### config.mk
export PLATFORM = sky130hd
export DESIGN_NAME = integer_to_ascii_formatter_core_flat
export DESIGN_NICKNAME = d
export VERILOG_FILES = /design/src/rtl/core/iaf_pkg.sv /design/src/rtl/core/iaf_if.sv /design/src/rtl/core/integer_to_ascii_formatter_core.sv /design/src/flat_wrapper.sv
export SDC_FILE = /design/constraint.sdc
export NUM_CORES = 1
export LEC_CHECK = 0
export BUFFER_PORTS_ARGS = -buffer_cell sky130_fd_sc_hd__buf_2
export CAP_MARGIN = 20
export CELL_PAD_IN_SITES_DETAIL_PLACEMENT = 0
export CELL_PAD_IN_SITES_GLOBAL_PLACEMENT = 1
export CORE_UTILIZATION = 30
export CTS_CLUSTER_DIAMETER = 120
export DETAILED_ROUTE_END_ITERATION = 16
export PLACE_DENSITY = 0.58
export SYNTH_ARGS = -nofsm -noshare
export SYNTH_HDL_FRONTEND = slang
export SYNTH_SLANG_ARGS = --single-unit
### constraint.sdc
create_clock -name clock -period 10.89 [get_ports clock]
set_input_delay 2.178 -clock clock [delete_from_list [all_inputs] [get_ports clock]]
set_output_delay 2.178 -clock clock [all_outputs]
set_load 0.005 [all_outputs]
### src/rtl/core/iaf_pkg.sv
`default_nettype none

package iaf_pkg;

   // Field widths of the request and response words.
   localparam int VALUE_W = 64;
   localparam int SIZE_W  = 2;
   localparam int FUNC_W  = 3;
   localparam int CHAR_W  = 7;

   // Operand size codes.
   localparam logic [SIZE_W-1:0] SIZE_16 = 2'd0;
   localparam logic [SIZE_W-1:0] SIZE_32 = 2'd1;

   // Conversion kinds.
   localparam logic [FUNC_W-1:0] FUNC_SDEC  = 3'd0;
   localparam logic [FUNC_W-1:0] FUNC_UDEC  = 3'd1;
   localparam logic [FUNC_W-1:0] FUNC_OCT   = 3'd2;
   localparam logic [FUNC_W-1:0] FUNC_HEXL  = 3'd3;
   localparam logic [FUNC_W-1:0] FUNC_HEXU  = 3'd4;

   // Character offsets.
   localparam logic [CHAR_W-1:0] CHR_ZERO      = 7'd48;
   localparam logic [CHAR_W-1:0] CHR_LOWER_OFS = 7'd87;
   localparam logic [CHAR_W-1:0] CHR_UPPER_OFS = 7'd55;
   localparam logic [CHAR_W-1:0] CHR_MINUS     = 7'd45;

   // Digit register: twenty BCD digits, also large enough for 22 octal digits.
   localparam int NUM_DIGITS = 20;
   localparam int DIGIT_W    = 4 * NUM_DIGITS;

endpackage

`default_nettype wire

### src/rtl/core/iaf_if.sv
`default_nettype none

// Request channel: one integer with its size and conversion kind.
interface iaf_req_if;
   logic                          valid;
   logic                          ready;
   logic [iaf_pkg::VALUE_W-1:0]   value;
   logic [iaf_pkg::SIZE_W-1:0]    size;
   logic [iaf_pkg::FUNC_W-1:0]    func;

   modport source (output valid, value, size, func, input ready);
   modport sink   (input valid, value, size, func, output ready);
endinterface

// Response channel: one ASCII character per word.
interface iaf_rsp_if;
   logic                          valid;
   logic                          ready;
   logic [iaf_pkg::CHAR_W-1:0]    char_code;
   logic                          last;

   modport source (output valid, char_code, last, input ready);
   modport sink   (input valid, char_code, last, output ready);
endinterface

`default_nettype wire

### src/rtl/core/integer_to_ascii_formatter_core.sv
`default_nettype none

// Channel    Direction  Word contents
// req_bus    in         value[63:0], size[1:0], func[2:0]
// rsp_bus    out        char_code[6:0], last
//
// Decimal conversion runs a shift-and-add-3 pass over the 16, 32 or 64 operand
// bits, one operand bit per cycle, then scans 20 BCD digits one per cycle, top first.
// Octal and hex skip the pass and scan 6/11/22 or 4/8/16 digits directly.
// Leading zeros are dropped without a word; a stalled response holds the scan.
// A request is taken only when the previous number has been fully handed off
// to the response register. Reset is synchronous and clears control state.
module integer_to_ascii_formatter_core (
   input  wire logic     clock,
   input  wire logic     reset,
   iaf_req_if.sink       req_bus,
   iaf_rsp_if.source     rsp_bus
);

   localparam int VW = iaf_pkg::VALUE_W;
   localparam int DW = iaf_pkg::DIGIT_W;

   typedef enum logic [1:0] {
      ST_IDLE,
      ST_CONV,
      ST_SIGN,
      ST_EMIT
   } state_type;

   state_type                     state_ff, state_in;
   logic [DW-1:0]                 dig_ff, dig_in;
   logic [VW-1:0]                 src_ff, src_in;
   logic [6:0]                    cyc_ff, cyc_in;
   logic [4:0]                    cnt_ff, cnt_in;
   logic [iaf_pkg::FUNC_W-1:0]    fn_ff, fn_in;
   logic                          neg_ff, neg_in;
   logic                          lead_ff, lead_in;
   logic                          rsp_valid_ff, rsp_valid_in;
   logic [iaf_pkg::CHAR_W-1:0]    rsp_char_ff, rsp_char_in;
   logic                          rsp_last_ff, rsp_last_in;

   logic [VW-1:0]                 masked;
   logic [VW-1:0]                 mag;
   logic                          sign_bit;
   logic [DW-1:0]                 adj;
   logic [3:0]                    digit;
   logic [iaf_pkg::CHAR_W-1:0]    digit_char;
   logic                          out_free;
   logic                          is_oct;

   assign req_bus.ready     = (state_ff == ST_IDLE);
   assign rsp_bus.valid     = rsp_valid_ff;
   assign rsp_bus.char_code = rsp_char_ff;
   assign rsp_bus.last      = rsp_last_ff;

   assign out_free = !rsp_valid_ff || rsp_bus.ready;
   assign is_oct   = (fn_ff == iaf_pkg::FUNC_OCT);

   // Operand masked to its size, and its magnitude for signed decimal.
   always_comb begin
      unique case (req_bus.size)
         iaf_pkg::SIZE_16: begin
            masked   = {48'd0, req_bus.value[15:0]};
            sign_bit = req_bus.value[15];
         end
         iaf_pkg::SIZE_32: begin
            masked   = {32'd0, req_bus.value[31:0]};
            sign_bit = req_bus.value[31];
         end
         default: begin
            masked   = req_bus.value;
            sign_bit = req_bus.value[63];
         end
      endcase
      mag = masked;
      if (req_bus.func == iaf_pkg::FUNC_SDEC && sign_bit) begin
         mag = ~masked + VW'(1);
         unique case (req_bus.size)
            iaf_pkg::SIZE_16: mag = {48'd0, mag[15:0]};
            iaf_pkg::SIZE_32: mag = {32'd0, mag[31:0]};
            default:          mag = mag;
         endcase
      end
   end

   // Add 3 to every BCD digit of five or more before the next shift.
   always_comb begin
      for (int i = 0; i < iaf_pkg::NUM_DIGITS; i++) begin
         adj[4*i +: 4] = (dig_ff[4*i +: 4] >= 4'd5) ? dig_ff[4*i +: 4] + 4'd3
                                                     : dig_ff[4*i +: 4];
      end
   end

   // Top digit of the scan and its character.
   always_comb begin
      digit = is_oct ? {1'b0, dig_ff[DW-1 -: 3]} : dig_ff[DW-1 -: 4];
      if (digit > 4'd9) begin
         digit_char = {3'd0, digit} + ((fn_ff == iaf_pkg::FUNC_HEXL)
                      ? iaf_pkg::CHR_LOWER_OFS : iaf_pkg::CHR_UPPER_OFS);
      end else begin
         digit_char = {3'd0, digit} + iaf_pkg::CHR_ZERO;
      end
   end

   // Next-state logic of the sequencer and the response register.
   always_comb begin
      state_in     = state_ff;
      dig_in       = dig_ff;
      src_in       = src_ff;
      cyc_in       = cyc_ff;
      cnt_in       = cnt_ff;
      fn_in        = fn_ff;
      neg_in       = neg_ff;
      lead_in      = lead_ff;
      rsp_valid_in = rsp_valid_ff && !rsp_bus.ready;
      rsp_char_in  = rsp_char_ff;
      rsp_last_in  = rsp_last_ff;

      unique case (state_ff)
         ST_IDLE: begin
            if (req_bus.valid) begin
               fn_in   = req_bus.func;
               neg_in  = (req_bus.func == iaf_pkg::FUNC_SDEC) && sign_bit;
               lead_in = 1'b1;
               unique case (req_bus.func) inside
                  iaf_pkg::FUNC_SDEC, iaf_pkg::FUNC_UDEC: begin
                     state_in = ST_CONV;
                     dig_in   = '0;
                     cnt_in   = 5'(iaf_pkg::NUM_DIGITS);
                     unique case (req_bus.size)
                        iaf_pkg::SIZE_16: begin
                           src_in = {mag[15:0], 48'd0};
                           cyc_in = 7'd16;
                        end
                        iaf_pkg::SIZE_32: begin
                           src_in = {mag[31:0], 32'd0};
                           cyc_in = 7'd32;
                        end
                        default: begin
                           src_in = mag;
                           cyc_in = 7'd64;
                        end
                     endcase
                  end
                  iaf_pkg::FUNC_OCT: begin
                     state_in = ST_EMIT;
                     unique case (req_bus.size)
                        iaf_pkg::SIZE_16: begin
                           dig_in = {2'd0, masked[15:0], 62'd0};
                           cnt_in = 5'd6;
                        end
                        iaf_pkg::SIZE_32: begin
                           dig_in = {1'b0, masked[31:0], 47'd0};
                           cnt_in = 5'd11;
                        end
                        default: begin
                           dig_in = {2'd0, masked, 14'd0};
                           cnt_in = 5'd22;
                        end
                     endcase
                  end
                  iaf_pkg::FUNC_HEXL, iaf_pkg::FUNC_HEXU: begin
                     state_in = ST_EMIT;
                     unique case (req_bus.size)
                        iaf_pkg::SIZE_16: begin
                           dig_in = {masked[15:0], 64'd0};
                           cnt_in = 5'd4;
                        end
                        iaf_pkg::SIZE_32: begin
                           dig_in = {masked[31:0], 48'd0};
                           cnt_in = 5'd8;
                        end
                        default: begin
                           dig_in = {masked, 16'd0};
                           cnt_in = 5'd16;
                        end
                     endcase
                  end
                  default: begin
                     // Unknown conversion kinds print nothing.
                     state_in = ST_IDLE;
                  end
               endcase
            end
         end
         ST_CONV: begin
            dig_in = {adj[DW-2:0], src_ff[VW-1]};
            src_in = {src_ff[VW-2:0], 1'b0};
            cyc_in = cyc_ff - 7'd1;
            if (cyc_ff == 7'd1) begin
               state_in = neg_ff ? ST_SIGN : ST_EMIT;
            end
         end
         ST_SIGN: begin
            if (out_free) begin
               rsp_valid_in = 1'b1;
               rsp_char_in  = iaf_pkg::CHR_MINUS;
               rsp_last_in  = 1'b0;
               state_in     = ST_EMIT;
            end
         end
         ST_EMIT: begin
            if (lead_ff && digit == 4'd0 && cnt_ff != 5'd1) begin
               // Leading zero: drop it without a word.
               dig_in = is_oct ? {dig_ff[DW-4:0], 3'd0} : {dig_ff[DW-5:0], 4'd0};
               cnt_in = cnt_ff - 5'd1;
            end else if (out_free) begin
               rsp_valid_in = 1'b1;
               rsp_char_in  = digit_char;
               rsp_last_in  = (cnt_ff == 5'd1);
               lead_in      = 1'b0;
               dig_in = is_oct ? {dig_ff[DW-4:0], 3'd0} : {dig_ff[DW-5:0], 4'd0};
               cnt_in = cnt_ff - 5'd1;
               if (cnt_ff == 5'd1) begin
                  state_in = ST_IDLE;
               end
            end
         end
         default: begin
            state_in = ST_IDLE;
         end
      endcase
   end

   // State and registered outputs.
   always_ff @(posedge clock) begin
      if (reset) begin
         state_ff     <= ST_IDLE;
         rsp_valid_ff <= 1'b0;
         lead_ff      <= 1'b0;
         neg_ff       <= 1'b0;
      end else begin
         state_ff     <= state_in;
         rsp_valid_ff <= rsp_valid_in;
         lead_ff      <= lead_in;
         neg_ff       <= neg_in;
      end
      dig_ff      <= dig_in;
      src_ff      <= src_in;
      cyc_ff      <= cyc_in;
      cnt_ff      <= cnt_in;
      fn_ff       <= fn_in;
      rsp_char_ff <= rsp_char_in;
      rsp_last_ff <= rsp_last_in;
   end

endmodule

`default_nettype wire

### src/flat_wrapper.sv
// flat-port wrapper written by rule: the top's interface ports become plain ports
module integer_to_ascii_formatter_core_flat 
  (clock, reset, req_bus_valid, req_bus_value, req_bus_size, req_bus_func, req_bus_ready, rsp_bus_valid, rsp_bus_char_code, rsp_bus_last, rsp_bus_ready);
  iaf_req_if req_bus_i ();
  iaf_rsp_if rsp_bus_i ();
  input  wire logic clock;
  input  wire logic reset;
  input wire logic [$bits(req_bus_i.valid)-1:0] req_bus_valid;
  input wire logic [$bits(req_bus_i.value)-1:0] req_bus_value;
  input wire logic [$bits(req_bus_i.size)-1:0] req_bus_size;
  input wire logic [$bits(req_bus_i.func)-1:0] req_bus_func;
  output wire logic [$bits(req_bus_i.ready)-1:0] req_bus_ready;
  output wire logic [$bits(rsp_bus_i.valid)-1:0] rsp_bus_valid;
  output wire logic [$bits(rsp_bus_i.char_code)-1:0] rsp_bus_char_code;
  output wire logic [$bits(rsp_bus_i.last)-1:0] rsp_bus_last;
  input wire logic [$bits(rsp_bus_i.ready)-1:0] rsp_bus_ready;
  assign req_bus_i.valid = req_bus_valid;
  assign req_bus_i.value = req_bus_value;
  assign req_bus_i.size = req_bus_size;
  assign req_bus_i.func = req_bus_func;
  assign req_bus_ready = req_bus_i.ready;
  assign rsp_bus_valid = rsp_bus_i.valid;
  assign rsp_bus_char_code = rsp_bus_i.char_code;
  assign rsp_bus_last = rsp_bus_i.last;
  assign rsp_bus_i.ready = rsp_bus_ready;
  integer_to_ascii_formatter_core u_core (.clock(clock), .reset(reset), .req_bus(req_bus_i), .rsp_bus(rsp_bus_i));
endmodule
* Word level (Yosys, flattened, before mapping)
Cells that the tools add are included.
** Word-level totals
- Register bits :: 172
- Input port bits :: 73
** Operators by class
- Order comparisons :: 21
- Bitwise operators :: 1
- Mux-type cells :: 73
- Reductions and logical operators :: 25
- Eq/ne operators :: 22
- $add $sub $neg :: 25
** Operators by type and width (number)
- $pmux W64 S2 :: 4
- $pmux W80 S3 :: 2
- $mux W80 :: 4
- $mux W64 :: 3
- $pmux W80 S2 :: 1
- $pmux W79 S2 :: 1
- $ge A4 B3 Y1 const B :: 20
- $mux W4 :: 20
- $add A4 B2 Y4 const B :: 19
- $add A64 B1 Y64 const B :: 1
- $not A64 Y64 :: 1
- $mux W7 :: 7
- $pmux W7 S2 :: 3
- $pmux W5 S2 :: 3
- $reduce_and A4 Y1 :: 4
- $mux W5 :: 3
- $pmux W5 S3 :: 1
- $eq A3 B2 Y1 const B :: 4
- $mux W2 :: 6
- $ne A2 B1 Y1 const B :: 5
- $mux W1 :: 8
- $pmux W1 S2 :: 4
- $pmux W2 S4 :: 1
- $add A4 B6 Y7 const B :: 1
- other kinds (30) :: 41

* Depth between registers and ports, before layout
- Word-level depth :: 10
- Depth in mapped cells :: 11
- Mapped depth without buffers :: 9

* Worst setup path before layout
OpenSTA, ideal clock, no wires.
- Kind :: input port to flip-flop
- Start point :: input port req_bus_func[1]
- End point :: register u_core.dig_ff[0] (enable)
- Path buffers :: 0
- Arrival time :: 7.995 ns
- Setup slack :: 2.279 ns
- Library setup time :: 0.616 ns
- Cell stages on the path :: 3
- Cells stage by stage :: o211ai_1 > o21ai_0 > nor3_1
** On the way
- Word-level cells in the longest chain between the ends :: 4
- Elaborated cells on any way between the ends :: 9
- Those cells by class :: eq/ne: 5; reduce/logical: 4
** RTL lines
- start, declared :: line flat_wrapper.sv:11 : input wire logic [$bits(req_bus_i.func)-1:0] req_bus_func;
- $eq A3 B1 Y1 (no source line), or another cell as far along
- $reduce_or A2 Y1 :: line integer_to_ascii_formatter_core.sv:125 : unique case (req_bus.func) inside
- $ne A4 B1 Y1 (no source line) *
- $reduce_and A4 Y1 (no source line) *
- end signal, assigned :: line integer_to_ascii_formatter_core.sv:238 : dig_ff <= dig_in;
- end, declared :: line integer_to_ascii_formatter_core.sv:31 : logic [DW-1:0] dig_ff, dig_in;
Every way passes the cells marked *; elsewhere a longest branch is shown, timed or not.
A chain may end at the register's enable or synchronous reset.

* Worst setup path in the final report
- Start point :: input port req_bus_size[1]
- End point :: register u_core.src_ff[44] (data pin)
** On the way
- Word-level cells in the longest chain between the ends :: 10
- Elaborated cells on any way between the ends :: 13
- Those cells by class :: add/sub: 1; eq/ne: 1; mux: 8; bitwise: 1; reduce/logical: 2
** RTL lines
- start, declared :: line flat_wrapper.sv:10 : input wire logic [$bits(req_bus_i.size)-1:0] req_bus_size;
- $eq A2 B1 Y1 / $logic_not A2 Y1 (equally long branches) :: line integer_to_ascii_formatter_core.sv:61, integer_to_ascii_formatter_core.sv:78, integer_to_ascii_formatter_core.sv:130
- $pmux W64 S2 :: line integer_to_ascii_formatter_core.sv:61 : unique case (req_bus.size)
- $not A64 Y64 :: line integer_to_ascii_formatter_core.sv:77 : mag = ~masked + VW'(1);
- $add A64 B1 Y64 :: line integer_to_ascii_formatter_core.sv:77
- $pmux W64 S2 :: line integer_to_ascii_formatter_core.sv:78 : unique case (req_bus.size)
- $mux W64 :: line integer_to_ascii_formatter_core.sv:76 : if (req_bus.func == iaf_pkg::FUNC_SDEC && sign_bit) begin
- $pmux W64 S2 * :: line integer_to_ascii_formatter_core.sv:130 : unique case (req_bus.size)
- $mux W64 * :: line integer_to_ascii_formatter_core.sv:125
- $mux W64 * :: line integer_to_ascii_formatter_core.sv:121 : if (req_bus.valid) begin
- $pmux W64 S2 * :: line integer_to_ascii_formatter_core.sv:119 : unique case (state_ff)
- named net u_core.src_in[44] :: line integer_to_ascii_formatter_core.sv:32 : logic [VW-1:0] src_ff, src_in;
- end signal, assigned :: line integer_to_ascii_formatter_core.sv:239 : src_ff <= src_in;
- end, declared :: line integer_to_ascii_formatter_core.sv:32
The timed path passes the listed nets; every way through them passes the cells marked *. The select of a mux whose other input is x is not followed.

==> results.md <==
* Vias in the first global route at between 10,000 and 15,000
* Tightest Pin Transition at just over 1 ns
* Placer congestion estimate at roughly 0.91
* Inst Count DP at between 2,000 and 2,500
* Setup ws final at roughly 5.8 ns
* Setup violators final at 0
* Core Area at between 0.04 and 0.05 mm^2
* XOR/XNOR share of the synthesized area at around 5.5%
* Tot GR Track Use at 23.0%
* Most frequent CP cell: nor2_1
* Main synth FF type: edfxtp_1
* Final Instance Count excl. Fillers at 2,255
* Top delay family on crit path: simple AND/OR/NAND/NOR gates
* Final core utilization at between 30 and 40%
* Clock Tree Buf Depth at 2
* CP Data Arrival Time at ~5.3 ns
* Max-slew violations at 0
* Final TNS setup at 0 ns
* Most common cell after layout, fill and taps aside: nand2_1
* Worst vdd ir at 0.119 mV
* Simple-Gate Fraction of Synth Area at 19.3%
* Startpoint types: input port
* Max Fclk at about 0.2 GHz
* Antenna violations before repair at 4
* Most frequent cells in the layout: nand2_1 (255), edfxtp_1 (167), o21ai_0 (165), a21oi_1 (128), nor2_1 (103)
* Synth Area in Adders at 4.78%
* Synth warn at 0
* CTS tree: yes
* Pwr Density at ~230 mW/mm^2
* Die X at 217 um
* DRC Markers at 0
* Post-cts sizing count at 0
* Total power at between 3000 and 4000 uW
* RSZ-0062 raised after global routing: no
* Ys async rst share at 0%
* Slowest cell delay on critical path at 0.93 ns
* Row count at 78
* Worst Path Buf+Inv at 1
* Clock Sinks at 172
* NumNets Final at about 1,800
* Status: finished clean
* DR pass1 iterations at 7
* Clock Skews at about 0.0091 ns
* Final period utilization at around 47%
* CTS H-Tree Depth at 4
* Number of flops mapped to enable cells by yosys at 167
* Place WS at approximately 5.4 ns
* Clock slew at reported path FFs at approximately 0.07 ns
* Die height at between 200 and 250 um
* Starting Density at a little under a third
* Area Growth Syn to Fin at 11.1%
* Tmin final at ~5 ns
* Critical path class: input port to flop
* Synth Register Bits at 172
* Critical path, cell by cell: buf_2 -> nor2_1 -> nor2_1 -> nor4_4 -> nand4_1 -> nor4b_1 -> o32a_1
* Yosys cell types at 77
* Vias/cell at ~5.8
* Inserted Clock Buffers at 17
* Remaining global-route overflow at 0
* Skew-Pair Late Insertion Delay at 0.47 ns
* Synthesized net count at ~1,800
* Largest net degree at the start of global routing at a little over 70
* Post-DP HPWL at 37,700 um
* Worst Setup End Kind: flop
* Final hold vios at 0
* Total setup buffers inserted after CTS at 0
* Avg Cell Area, Syn at approximately 8.5 um^2
* Layout cells sized above 1 at between 10% and 20%
* CP max FO at 37
* Hold-fix buffers at CTS at 0
* Mapped Area at approximately 0.014 mm^2
* IO Port Bufs at 82
* Via count at approximately 13,000
* Slew headroom at between 30% and 40%
* Worst Path Required at 11.11 ns
* CP max-delay cell: nor4_4
* Worst Hold Class: flop to flop
* # IOs at between 80 and 90
* Initial DRC count at between 1,000 and 1,500
* Complex-gate fraction of the synthesized area at between 20% and 30%
* Total Wirelength at around 54,000 um
* Post-Syn Instances at about 1,600
* Full die area at around 0.047 mm^2
* Global-route wire length before repair at slightly above 80,000 um
* Post-synthesis mux area share at roughly 3.2%
* Max cap viols at 0
* P_leak at 0.00544 uW
* Main combinational cell family by area after synthesis: compound AO/OA/AOI/OAI gates
* Drt wl/cell at about 24 um
* Root buffer cell: clkbuf_16
* Seq/Total Area, Yosys at 36.9%
* ANT nets after route at 0
## power breakdown
part | total, uW | switching [uW] | internal (uW)
clock network | 694 | 289 | 405
registers | 1340 | 247 | 1090
logic | 1500 | 940 | 558
total | 3530 | 1480 | 2050
## path summary, 6_finish.rpt
path / from / endpoint / slack [ns] / cells after the start
max: req_bus_size[1] / u_core.src_ff[44] / 5.81 / 7
min: u_core.neg_ff / u_core.neg_ff / 0.50 / 2
max reg2reg: u_core.fn_ff[0] / u_core.dig_ff[41] / 6.92 / 12
min reg2reg: u_core.neg_ff / u_core.neg_ff / 0.50 / 2
## sequential cells by signal, summed over array words and instances (netlist names)
register                  count
u_core.cyc_ff                 7
u_core.lead_ff                1
u_core.src_ff                64
u_core.fn_ff                  3
u_core.rsp_bus.char_code      7
u_core.neg_ff                 1
u_core.cnt_ff                 5
u_core.state_ff               2
u_core.rsp_bus.last           1
u_core.rsp_bus.valid          1
u_core.dig_ff                80
## logic make-up (layout without fill, tap and decap cells)
logic type / count (synthesis) / count (layout)
buffers and inverters: 195 / 207
xor gates and xnor gates: 87 / 87
other: 0 / 5
adders and majority gates: 53 / 53
and+or+nand+nor: 559 / 559
DFF: 172 / 172
muxes: 44 / 44
AOI/OAI and AO/OA: 528 / 528
## worst min-delay path: stages, from the launching register on
cell and delay (ns):
dfxtp_1 0.33, a21oi_1 0.06, nor2_1 0.07
## through the flow
step                      cell area [um^2]  hold WS, ns
after floorplan                      13900        0.455
after global placement               14800        0.477
after detailed placement             14800        0.490
after CTS                            15400        0.507
after global routing                 15400        0.542
final                                15400        0.500
## synth_stat cells, types with 6 or more instances
| master | n | share of area (%) |
|---|---|---|
| a211o_1 | 10 | 0.63 |
| a211oi_1 | 8 | 0.43 |
| a21boi_0 | 7 | 0.38 |
| a21o_1 | 7 | 0.38 |
| a21oi_1 | 128 | 4.6 |
| a221o_1 | 10 | 0.72 |
| a221oi_1 | 13 | 0.82 |
| a222oi_1 | 27 | 1.9 |
| a31oi_1 | 27 | 1.2 |
| and2_1 | 7 | 0.32 |
| buf_1 | 19 | 0.51 |
| buf_2 | 18 | 0.65 |
| clkbuf_1 | 85 | 2.3 |
| edfxtp_1 | 167 | 36 |
| ha_1 | 53 | 4.8 |
| inv_1 | 71 | 1.9 |
| mux2i_1 | 39 | 2.8 |
| nand2_1 | 256 | 6.9 |
| nand2b_1 | 38 | 1.7 |
| nand3_1 | 18 | 0.65 |
| nand4_1 | 6 | 0.27 |
| nor2_1 | 105 | 2.8 |
| nor2b_1 | 10 | 0.45 |
| nor3_1 | 36 | 1.3 |
| nor3b_1 | 18 | 0.97 |
| nor4_1 | 18 | 0.81 |
| o211ai_1 | 15 | 0.81 |
| o21ai_0 | 165 | 5.9 |
| o21ai_1 | 6 | 0.22 |
| o221ai_1 | 13 | 0.82 |
| o22ai_1 | 19 | 0.86 |
| o31ai_1 | 15 | 0.81 |
| o32a_1 | 7 | 0.50 |
| or3_1 | 12 | 0.54 |
| or4_1 | 11 | 0.59 |
| xnor2_1 | 57 | 3.6 |
| xor2_1 | 30 | 1.9 |
## metal layers
layer	wire, um	up-vias	GRT usage [%]
met4	1650	0	8.99
met5	0	-	0
met2	24000	541	35.0
met3	3590	81	3.79
met1	24600	6374	32.2
li1	-	6062	-
## layout make-up
| cell class | count | area [um^2] |
|---|---|---|
| Tap cell | 600 | 751 |
| Clock buffer | 20 | 437 |
| Timing Repair Buffer | 104 | 579 |
| Clock inverter | 12 | 195 |
| Inverter | 71 | 267 |
| Sequential cell | 172 | 5110 |
| Antenna cell | 5 | 12.5 |
| Multi-Input combinational cell | 1271 | 8060 |
| Fill cell | 4834 | 30100 |
(Power assumes the default switching activity.)
